## src/hdl/bscs_mul.sv

```systemverilog
// shared multiplier with registered product
module bscs_mul (
  input  logic        clk,
  input  logic [35:0] a,
  input  logic [32:0] b,
  output logic [68:0] p
);

  always_ff @(posedge clk) begin
    p <= 69'(a) * 69'(b);
  end

endmodule

```

## config.mk

```make
export PLATFORM = sky130hd
export DESIGN_NAME = bscs_mul
export DESIGN_NICKNAME = d
export VERILOG_FILES = /design/src/hdl/bscs_mul.sv
export SDC_FILE = /design/constraint.sdc
export NUM_CORES = 2
export LEC_CHECK = 0
export ABC_AREA = 1
export BUFFER_PORTS_ARGS = -buffer_cell sky130_fd_sc_hd__buf_2
export CORE_MARGIN = 2
export CORE_UTILIZATION = 30
export DETAILED_ROUTE_END_ITERATION = 16
export PLACE_DENSITY = 0.47
export SLEW_MARGIN = 5
export SYNTH_ARGS = -nofsm -noshare
export SYNTH_HDL_FRONTEND = slang
export SYNTH_SLANG_ARGS = --single-unit
```

## constraint.sdc

```tcl
create_clock -name clk -period 7.53 [get_ports clk]
set_input_delay 0.753 -clock clk [delete_from_list [all_inputs] [get_ports clk]]
set_output_delay 0.753 -clock clk [all_outputs]
set_load 0.05 [all_outputs]
```

==> results.yml <==
worst_hold_path:
  whs_endpoint: "p[0]$_DFF_P_"
  min_from: "b[0]"
  holdPathStages: 4
  hold_class: "primary input to flip-flop"
worst_setup_path:
  critical_path_peak_fanout: 24
  crit_required_ps: 7770
  crit_buf_inv: 7
  path_depth: 25
  worst-setup-path-type: "primary input to flip-flop"
  endpoint_kind: "flip-flop"
  crit_arrival_ps: 7470
  slowest_delay_ps: 600
  crit_top_cell: "fa_1"
  startpoint: "b[6]"
  slowest_stage: "fa_1"
  cp_top_family: "adder cells"
  start_kind: "primary input"
drt:
  drt-initial-drc-count: 1739
  drt_wl_total_um: 128000
  via_per_inst: 4.32
  routedWlPerCell_um: 16.8
  ant_nets: 0
  post-route-drc-count: 0
  num_vias: 32880
  dr.pass1.iters: 5
placed_design:
  portBuffers: 138
  place_congestion: 0.896
  place_ws_ps: -173
  dp_cells: 7597
  dp_hpwl_um: 115000
clock_tree:
  cts_tree: "built"
  cts_buffer_depth: 2
  numCtsBuffers: 9
  cts_root_buf: "clkbuf_16"
  htreeDepth: 3
  clk_pin_slew_ps: 60
  clock_sinks: 69
finish:
  stdcell_count: 7616
  fin_nets: 7121
  top_regs: "p x69"
  syn2layout_area_growth_pct: 10.0
  largest-register: "p"
  layout-drive-gt1-share_pct: 7.23
  largest_reg_flops: 69
logic_synthesis:
  synthCells: 5651
  synth_area_leaders: "fa_1 50%, inv_1 17%, nand2_1 16%, ha_1 7.9%, dfxtp_1 3.3%"
  ys.flop_type: "dfxtp_1"
  synth_seq_cells: 69
  synth.cell_area_mm2: 0.0423
  syn_area_per_cell_um2: 7.49
  async_flop_share_pct: 0
  synth_largest_area_cell: "fa_1"
  synth_edf_count: 0
  seq_area_frac_synth_pct: 3.26
  syn-num-nets: 7040
  yosys_warnings: 0
  synth_top_area_share_pct: 49.7
  synth_cell_type_count: 30
global_routing:
  grt.total_usage_pct: 18.4
  grt_busiest_layer: "met2"
  use_met1_pct: 26.0
  grt_pass1_wl_um: 208000
  grt_antenna_before_repair: 9
  grt_max_degree: 37
  overflow: 0
  gr-usage-met2_pct: 31.3
  grt_pass1_vias: 35917
  grt.met3_usage_pct: 1.68
floorplanning:
  coreArea_mm2: 0.140
  initial_core_util_pct: 30.3
  die_w_um: 380
  die_h_um: 380
  die-area_mm2: 0.144
  io_pins: 139
  rows: 137
timing:
  min_period_ps: 7230
  slew_viol_final: 0
  finalWorstSetupSlack_ps: 297
  worst_slew_pin_slew_ps: 679
  hold_ws_ps: 1060
  slew-limit-headroom_pct: 54.7
  max_clock_freq_mhz: 138
  period_share_pct: 96.1
  hold_viol_final: 0
  rsz0062_at_grt: "no"
  setup_violations: 0
flow_run:
  drv_cap: 0
outcome:
  status: "completed"
-- synthesized netlist by cell type (all sizes together), types with 9 or more instances --
cell type	count
nand3	55
fa	1051
inv	1879
xor2	32
nand4	9
clkbuf	272
nor2	108
a21oi	49
ha	268
dfxtp	69
nand2	1827
nor3	15
-- cell usage in the layout, fill, tap and decap left out, types with 9 or more instances in the layout --
master	instances
nor2_2	19
dfxtp_1	69
nor3_1	9
nand2_1	1812
nor2_1	88
nand4_1	9
ha_1	268
fa_1	1051
inv_1	1874
nand3_1	49
nand2_2	15
buf_2	133
clkbuf_16	9
xor2_1	32
buf_4	182
a21oi_1	48
buf_12	26
-- worst min-delay path: stages --
cell and delay [ps]:
buf_2 250, buf_4 260, nand2_1 70, inv_1 30
-- metrics by stage --
stage	area [um^2]	setup TNS, ps	utilization (%)
6_report	46600	0	33.3
2_1_floorplan	42300	0	-
3_3_place_gp	46200	-1100	33.1
5_1_grt	46600	0	33.3
4_1_cts	46500	0	33.3
3_5_place_dp	46200	-912	33.1
-- metal layers --
layer	share of wire, %	routed length [um]	vias up
met1	46	59200	16681
met3	4.2	5330	117
met2	48	61500	657
met4	1.5	1880	6
li1	-	-	15419
met5	0.021	27	-
-- area by class of cell --
cell class	count	area (um^2)
fill	15162	93100
multi-input combinational	3426	32800
inverter	1880	7060
timing repair buffer	346	2590
tap	1876	2350
sequential	69	1380
clock buffer	11	243
clock inverter	5	83.8
antenna	3	7.51
-- cells by family after synthesis --
logic type	Yosys count	synth area share [%]
buf+inv	2156	19.1
simple gates	2019	18.6
fa+ha+maj	1319	57.6
flops	69	3.26
compound gates	52	0.630
xor+xnor	36	0.745
-- how the worst max path moves through the flow --
stage / end
global route: p[53]$_DFF_P_
global placement: p[40]$_DFF_P_
finish: p[50]$_DFF_P_
floorplan: p[62]$_DFF_P_
CTS: p[64]$_DFF_P_
detailed placement: p[64]$_DFF_P_
-- what timing repair did --
item                                    CTS  global route
gates resized for setup                   0             6
buffers inserted                          0             0
endpoints found under the setup margin    0             8
hold buffers                              0             0
Power is not shown: default switching activity piles up to over one toggle a cycle in this logic, so the estimate is an artifact.
