==> src/hdl/bscs_ram.sv <==
// generic single-port-write ram with registered read
module bscs_ram #(
  parameter int WIDTH = 64,
  parameter int DEPTH = 64,
  localparam int AW = (DEPTH > 1) ? $clog2(DEPTH) : 1
) (
  input  logic             clk,
  input  logic             we,
  input  logic [AW-1:0]    waddr,
  input  logic [WIDTH-1:0] wdata,
  input  logic [AW-1:0]    raddr,
  output logic [WIDTH-1:0] rdata
);

  logic [WIDTH-1:0] mem [DEPTH];

  // write port and registered read
  always_ff @(posedge clk) begin
    if (we) begin
      mem[waddr] <= wdata;
    end
    rdata <= mem[raddr];
  end

endmodule

==> config.mk <==
export PLATFORM = sky130hd
export DESIGN_NAME = bscs_ram
export DESIGN_NICKNAME = d
export VERILOG_FILES = /design/src/hdl/bscs_ram.sv
export SDC_FILE = /design/constraint.sdc
export NUM_CORES = 2
export LEC_CHECK = 0
export ABC_AREA = 1
export BUFFER_PORTS_ARGS = -buffer_cell sky130_fd_sc_hd__buf_2
export CORE_ASPECT_RATIO = 0.7
export CORE_MARGIN = 3
export CORE_UTILIZATION = 25
export DETAILED_ROUTE_END_ITERATION = 8
export SLEW_MARGIN = 15
export SYNTH_ARGS = -nofsm -noshare
export SYNTH_HDL_FRONTEND = slang
export SYNTH_SLANG_ARGS = --single-unit
export TNS_END_PERCENT = 20
==> constraint.sdc <==
create_clock -name clk -period 9.1 [get_ports clk]
set_input_delay 0.91 -clock clk [delete_from_list [all_inputs] [get_ports clk]]
set_output_delay 0.91 -clock clk [all_outputs]
set_load 0.01 [all_outputs]
==> summary.txt <==
Status
  – Status: completed

Worst setup path
  – Setup crit start kind: input port
  – Crit path required time: 9.94 ns
  – CP Data Arrival Time: 4.73 ns
  – Worst Setup End Kind: register
  – Setup CP Type: input port to register
  – CP Max Fanout: 130

Floorplanning
  – Core box area: 658,000 um2
  – Die area: 671,200 um2
  – Die W: 977.9 um
  – Die Y: 686.3 um
  – IO Count: 142
  – # rows: 249
  – Initial Util: 25.12%

Synthesis
  – Synth cell types: 16
  – YS warnings: 0
  – Net Count, Synth: 13,483
  – Syn Area/Cell: 12.33 um2
  – Post-synthesis cell count: 13,405
  – Netlist Area Pre-Place: 165,300 um2
  – Register bit total from synthesis: 4,160
  – Seq/Total Area, Yosys: 75.18%

Global routing
  – Antenna violations before repair: 69
  – GR Overflow Total: 0
  – Global Route Usage Sum: 15.58%
  – First-pass GRT wire length: 768.3 mm
  – Vias in the first global route: 98,168
  – Largest net degree at the start of global routing: 233

Routing
  – DR pass1 iterations: 6
  – DRC: 0
  – Post-DR vias/cell: 4.902
  – Initial drt markers: 16,924
  – Vias: 109,541
  – DR WL/cell: 24.52 um
  – Total wire length: 547.8 mm
  – Antenna-violating nets left: 0

Finish
  – Fill cell count: 66,634
  – Net count, final: 13,312
  – Layout area overhead: 12.75%
  – Layout cells sized above 1: 6.878%
  – Final Instance Area: 186,400 um2
  – Non-Filler Instances: 22,346

Placed design
  – Gpl congestion: 0.7629
  – Placed insts: 21,654
  – Dpl hpwl: 261.8 mm
  – # port buffers: 141
  – Cell Area, Placed: 174,900 um2

STA
  – RSZ-0062 raised after global routing: no
  – WHS: 0.4114 ns
  – Max Fclk: 0.2570 GHz
  – Post-layout min period: 3.891 ns
  – Final-report setup violation count: 0
  – Fin. max-slew vios: 0
  – Final Cycle Share: 42.76%
  – Worst Tran Pin Value: 1.277 ns
  – Fin Setup TNS: 0 ns
  – Rel. slew slack: 14.88%
  – Final Skew: 0.04236 ns
  – Number of hold violations in the final report: 0

Clocking
  – H-Tree Depth: 5
  – Inserted Clock Buffers: 360
  – Clock latency on the worst-skew pair: 0.95 ns
  – Clock root cell: clkbuf_16
  – Postcts setup bufs: 0
  – Clock buffer depth: 4
  – Reg clk slew, reported paths: 0.07 ns
  – CTS tree: done
  – Clock Sinks: 4,160
  – Hold-fix buffers at CTS: 0
  – Cts repair resizes: 0

Flow run
  – Max-cap violations: 0

Pwr
  – Leak pwr: 62.94 nW
  – Pwr dens: 209.0 nW/um2
  – VDD IR-drop max: 0.0001649 V

Hold path
  – Hold Crit Class: input port to register
worst max-delay path, stage by stage:
cell,delay (ns)
buf_8,0.39
buf_12,0.59
buf_4,0.81
buf_4,0.70
nand3_1,0.16
nand3_1,0.12
nand3_1,0.08
nand3_1,0.24
nand2_1,0.09
nand2_1,0.07
nand2_1,0.07
sequential cells by signal (all words and copies together) (netlist names):
signal / cells
rdata: 64
mem: 4096
kinds of logic (layout without fill, tap and decap cells):
group,count (synthesis),after routing,share of synthesized area (%)
buffers and inverters,909,1025,2.953
flip-flops,4160,4160,75.18
other,0,40,0
AND/OR/NAND/NOR,8336,8336,21.87
synthesized netlist by cell type, drive strengths merged:
cell type	instances	area, um2
inv	12	50.05
nand2	4416	16580
nor4	8	50.05
nor2	56	210.2
nand4	9	56.30
dfxtp	64	1281
clkbuf	147	551.8
nand3	3847	19250
buf	750	4279
edfxtp	4096	123000
worst paths after layout:
check | start | to | slack [ns] | cells after the start
min | wdata[61] | mem[50][61]$_DFFE_PP_ | 0.41 | 1
max | raddr[1] | rdata[33]$_DFF_P_ | 5.21 | 11
max reg2reg | mem[51][0]$_DFFE_PP_ | rdata[0]$_DFF_P_ | 7.36 | 8
min reg2reg | mem[8][44]$_DFFE_PP_ | rdata[44]$_DFF_P_ | 0.78 | 8
final cells by class:
class	count	area, um2	share of cell area (%)
flip-flops and latches	4160	124300	66.68
multi-input cells	8336	36620	19.65
well taps	8785	10990	5.898
clock buffers	465	9723	5.217
repair buffers	364	2972	1.594
clock inverters	184	1590	0.8533
inverters	12	105.1	0.05639
diodes	40	100.1	0.05371
through the flow:
step,power (W),utilization (%),worst slack [ns]
global route,0.04009,28.31,5.206
detailed placement,0.02403,26.58,4.480
floorplan,0.02299,-,0.9082
global placement,0.02402,26.58,4.380
CTS,0.03913,28.30,5.500
finish,0.03895,28.33,5.209
where the power goes:
group | internal, W | switching (W) | total, W
clock | 0.00830 | 0.00705 | 0.0153
sequential | 0.0212 | 0.000106 | 0.0213
combinational | 0.000536 | 0.00176 | 0.00230
cells in the final DEF, fill, tap and decap left out, drive strengths merged:
cell / instances
buf: 364
bufinv: 26
clkbuf: 465
clkinv: 146
clkinvlp: 4
dfxtp: 64
diode: 40
edfxtp: 4096
inv: 20
nand2: 4416
nand3: 3847
nand4: 9
nor2: 56
nor4: 8
routing by layer:
metal	wire length, um	vias up	track usage, %
li1	-	47510	-
met1	233200	54513	23.40
met2	236600	6577	23.08
met3	64050	913	3.271
met4	13810	28	3.361
met5	174	-	0
(Power assumes the default switching activity.)
