<file path="config.mk">
export PLATFORM = sky130hd
export DESIGN_NAME = bscs_div
export DESIGN_NICKNAME = d
export VERILOG_FILES = /design/src/hdl/bscs_pkg.sv /design/src/hdl/bscs_div.sv
export SDC_FILE = /design/constraint.sdc
export NUM_CORES = 1
export LEC_CHECK = 0
export ABC_AREA = 0
export BUFFER_PORTS_ARGS = -buffer_cell sky130_fd_sc_hd__buf_4
export CAP_MARGIN = 20
export CORE_MARGIN = 3
export CORE_UTILIZATION = 55
export CTS_CLUSTER_SIZE = 28
export DETAILED_ROUTE_END_ITERATION = 6
export MAX_ROUTING_LAYER = met4
export PLACE_DENSITY = 0.78
export SKIP_CTS_REPAIR_TIMING = 1
export SLEW_MARGIN = 10
export SYNTH_ARGS = -nofsm -noshare
export SYNTH_HDL_FRONTEND = slang
export SYNTH_SLANG_ARGS = --single-unit
</file>
<file path="constraint.sdc">
create_clock -name clk -period 8.3 [get_ports clk]
set_clock_uncertainty 0.1 [all_clocks]
set_input_delay 2.075 -clock clk [delete_from_list [all_inputs] [get_ports clk]]
set_output_delay 2.075 -clock clk [all_outputs]
set_load 0.02 [all_outputs]
</file>
<file path="src/hdl/bscs_pkg.sv">
// package: shared types and constants of the buffered store concentration step
package bscs_pkg;

  localparam int NUNITS_DEF = 64;
  localparam int NIONS_DEF  = 2;

  // divider widths
  localparam int DIV_W    = 78;
  localparam int DIV_LO_W = 48;
  localparam int DIV_CW   = 6;

  localparam logic [5:0] BUF_STEPS   = 6'd48;
  localparam logic [5:0] EULER_STEPS = 6'd33;

  localparam logic [49:0] BETA_ONE = 50'd65536;
  localparam logic [49:0] TERM_MAX = 50'h0_FFFF_FFFF_FFFF;
  localparam logic [31:0] CONC_MAX = 32'hFFFF_FFFF;

  // configuration register indexes
  typedef enum logic [2:0] {
    REG_BUFFER_TOTAL  = 3'd0,
    REG_CURRENT_SCALE = 3'd1,
    REG_DISSOC_PAIR   = 3'd2,
    REG_BINDING_SITES = 3'd3,
    REG_REFILL_RATE   = 3'd4,
    REG_INITIAL_PAIR  = 3'd5,
    REG_HOLD          = 3'd6
  } cfg_reg_t;

  // sequencer states
  typedef enum logic [4:0] {
    S_CLEAR, S_IDLE, S_READ, S_LOAD,
    S_BM1, S_BM2, S_BDIV, S_BWAIT,
    S_DM1, S_DM2, S_DM3, S_DM4, S_DM5, S_DM6, S_DM7,
    S_DDIV, S_DWAIT, S_WRITE, S_DONE
  } state_t;

  // divider request
  typedef struct packed {
    logic              start;
    logic [DIV_CW-1:0] steps;
    logic [DIV_W-1:0]  rem_init;
    logic [DIV_LO_W-1:0] num_lo;
    logic [DIV_W-1:0]  divisor;
  } div_req_t;

endpackage

</file>
<file path="src/hdl/bscs_div.sv">
// restoring radix-2 divider, one quotient bit per cycle
module bscs_div import bscs_pkg::*; (
  input  logic                clk,
  input  logic                rst,
  input  div_req_t            req,
  output logic                done,
  output logic [DIV_LO_W-1:0] quot
);

  logic              active;
  logic [DIV_CW-1:0] cnt;
  logic [DIV_W-1:0]  rem;
  logic [DIV_W-1:0]  dvs;
  logic [DIV_LO_W-1:0] lo;
  logic [DIV_W:0]    rem2;
  logic              ge;

  // trial subtract
  always_comb begin
    rem2 = {rem, lo[DIV_LO_W-1]};
    ge   = rem2 >= {1'b0, dvs};
  end

  // control
  always_ff @(posedge clk) begin
    if (rst) begin
      active <= 1'b0;
      done   <= 1'b0;
      cnt    <= '0;
    end else begin
      done <= 1'b0;
      if (req.start) begin
        active <= 1'b1;
        cnt    <= req.steps;
      end else if (active) begin
        cnt <= cnt - 1'b1;
        if (cnt == DIV_CW'(1)) begin
          active <= 1'b0;
          done   <= 1'b1;
        end
      end
    end
  end

  // datapath
  always_ff @(posedge clk) begin
    if (req.start) begin
      rem  <= req.rem_init;
      lo   <= req.num_lo;
      dvs  <= req.divisor;
      quot <= '0;
    end else if (active) begin
      rem  <= ge ? DIV_W'(rem2 - {1'b0, dvs}) : rem2[DIV_W-1:0];
      lo   <= {lo[DIV_LO_W-2:0], 1'b0};
      quot <= {quot[DIV_LO_W-2:0], ge};
    end
  end

endmodule

</file>
==> run metrics <==
crit-path cells=ha_1 > nand4_1 > nor2_1 > o31ai_1 > a21oi_1 > and3_1 > nor3_2 > a2111oi_4 > nor2_4 > buf_4 > nor2_2 > a221o_1; area share of the largest cell type after synthesis=39.0%; type of the worst min-delay path=flop to flop; Clock transition at path regs=0.06 ns; placer congestion estimate=0.951; Die H=175 um; RSZ-0062 raised after global routing=false; IO Pins=262; clk root buf=clkbuf_16; internal power=3.16 mW; largest net degree at the start of global routing=115; CP endpoint kind=flop; pwr dens=262 nW/um^2; Core ar.=28000 um^2; syn nets=1921; CP required=8.51 ns; Final period util=58.2%; std cell rows=61; count of input and output buffers=261; CP Max Fanout=56; gr usage total=27.0%; via/cell ratio=5.88; Slowest-stage cell, CP=buf_4; Simple-Gate Fraction of Synth Area=15.3%; compound-gate portion of the synthesized area=16.9%; post-route cell area=18900 um^2; via count=13160; top cells by area, synth=edfxtp_1 39%, dfxtp_1 7.1%, ha_1 6.4%; Sequential Power Share=34.5%; TritonRoute pass-1 iters=5; Final ANT Viol Nets=0; share of cells above drive strength 1=20.8%; dominant synthesized flop cell=edfxtp_1; largest family of logic cells by synthesized area=compound AO/OA/AOI/OAI gates; Period minus WS final=4.83 ns; GRT overflow=0; most frequent cell after synthesis=edfxtp_1; vias in the first global route=13048; Clock Path Buffers=3; Fmax achieved=207 MHz; Final Max Slew Viols=0; Die Area=30600 um^2; Net Sw Frac=36.2%; Avg Inst Size Synth=9.66 um^2; Area Growth Syn to Fin=20.0%; Post-synth EDFFs=204; CTS tree=done; Lkg Pwr=8.05 nW; flops & latches, synth=260; final number of setup-violating endpoints=0; HPWL Detailed=30200 um; fin nets=2132; Adder-Cell Fraction of Synth Area=6.50%; Async S/R FF share, synth=0%; DR WL/cell=18.4 um; outcome=complete, no violations; clock power share=26.2%; XOR/XNOR Fraction of Synth Area=3.62%; Area after DPL=17900 um^2; slew of the pin with the lowest slew margin=1.07 ns; CP Class=flop to flop; Startpoint Class=flop; synthesized instance count=1627; placed insts=2185; TritonCTS buffer count=28; Max-Cap Viols=0; Psw=1.79 mW; Commonest cells post-synth=204 x edfxtp_1, 171 x nand2_1, 168 x nor2_1; non-filler cells in the finished layout=2238; TritonCTS sink count=260; Setup TNS=0 ns; Synth area leader=edfxtp_1; slowest stage delay, CP=0.64 ns; Final Hold Viols=0; VDD IR-drop max=0.182 mV; initial drt markers=887; post-synthesis mux area share=6.82%; maximum level of the CTS H-tree=1; # diodes=0; Post-Route WL=41200 um; Reg2Reg Setup Slack=3.47 ns; first-pass GRT wire length=66100 um; Syn Std Cell Area=15700 um^2; Comb pwr share=39.3%; Die Width=175 um; Ys Warns=0; Unique masters post-synth=76; Arrival @ worst endpoint=5.04 ns; pre-CTS setup slack=3.17 ns; setup ws final=3.47 ns; Initial Util=56.1%; DRC=0; relative max-transition margin=28.7%; initial antenna violation count=0; Skew-Pair Late Insertion Delay=0.57 ns; sequential fraction of the synthesis area=46.1%
## sequential cells by signal, summed over array words and instances, names as in the netlist
name and cells:
cnt 6, done 1, dvs 78, quot 48, active 1, rem 78, lo 48
## cell type report
cell class | instances | area (um^2)
Clock buffer | 35 | 832
Clock inverter | 17 | 145
Fill cell | 2200 | 9150
Inverter | 103 | 388
Multi-Input combinational cell | 1175 | 7730
Sequential cell | 260 | 7250
Tap cell | 378 | 473
Timing Repair Buffer | 270 | 2050
## worst paths after layout
| path | from | end | cells after the start |
|---|---|---|---|
| setup reg to reg | rem[23] | rem[76] | 12 |
| hold / removal | quot[47] | quot[47] | 2 |
| hold reg to reg | quot[47] | quot[47] | 2 |
| setup / recovery | rem[23] | rem[76] | 12 |
## stage by stage
stage                     util (%)  power, mW  hold WS (ns)
final                         67.3       4.95         0.418
after global routing          67.3       5.26         0.447
after CTS                     67.3       4.94         0.423
after detailed placement      63.8       3.64         0.409
after global placement        63.8       3.61         0.378
after floorplan                  -       3.15         0.417
## cell families (layout without fill, tap and decap cells)
kind of cell               Yosys count  in the layout
muxes                              101            101
adders and majority gates           81             81
xor gates and xnor gates            65             65
and+or+nand+nor                    516            516
AOI/OAI and AO/OA                  412            412
DFF                                260            260
buffers and inverters              192            425
## power groups by stage
stage	registers [mW]	logic (mW)	clock network, mW
after floorplan	1.71	1.45	0
after global placement	1.73	1.88	0
after detailed placement	1.73	1.91	0
after CTS	1.71	1.92	1.32
after global routing	1.73	2.16	1.37
final	1.71	1.94	1.30
## cell usage in the layout, fill, tap and decap left out, types with 20 or more instances in the layout
cell / instances
buf_4: 268
edfxtp_1: 204
nand2_1: 171
nor2_1: 168
a21oi_1: 130
inv_1: 102
ha_1: 80
o21ai_0: 55
a31oi_1: 55
dfxtp_1: 55
mux2i_1: 52
mux2_2: 49
a21o_1: 44
xnor2_1: 38
nor3_1: 34
nand4_1: 33
clkbuf_16: 32
xor2_1: 27
o21bai_1: 21
nand3_1: 20
## layer usage
| metal | wire, um | up-vias | track usage [%] | share of wire, % |
|---|---|---|---|---|
| met5 | 0 | - | - | 0 |
| met4 | 1170 | 0 | 7.38 | 2.8 |
| met3 | 3780 | 85 | 6.17 | 9.2 |
| met2 | 18800 | 525 | 42.3 | 46 |
| met1 | 17500 | 6194 | 35.6 | 42 |
| li1 | - | 6356 | - | - |
## critical path, delay by kind of cell (launching register included)
kind,cells,cell delay (ns)
compound gates,4,1.15
buf+inv,1,0.64
flops,1,0.44
simple gates,6,1.78
fa+ha+maj,1,0.44
(Power assumes the default switching activity.)
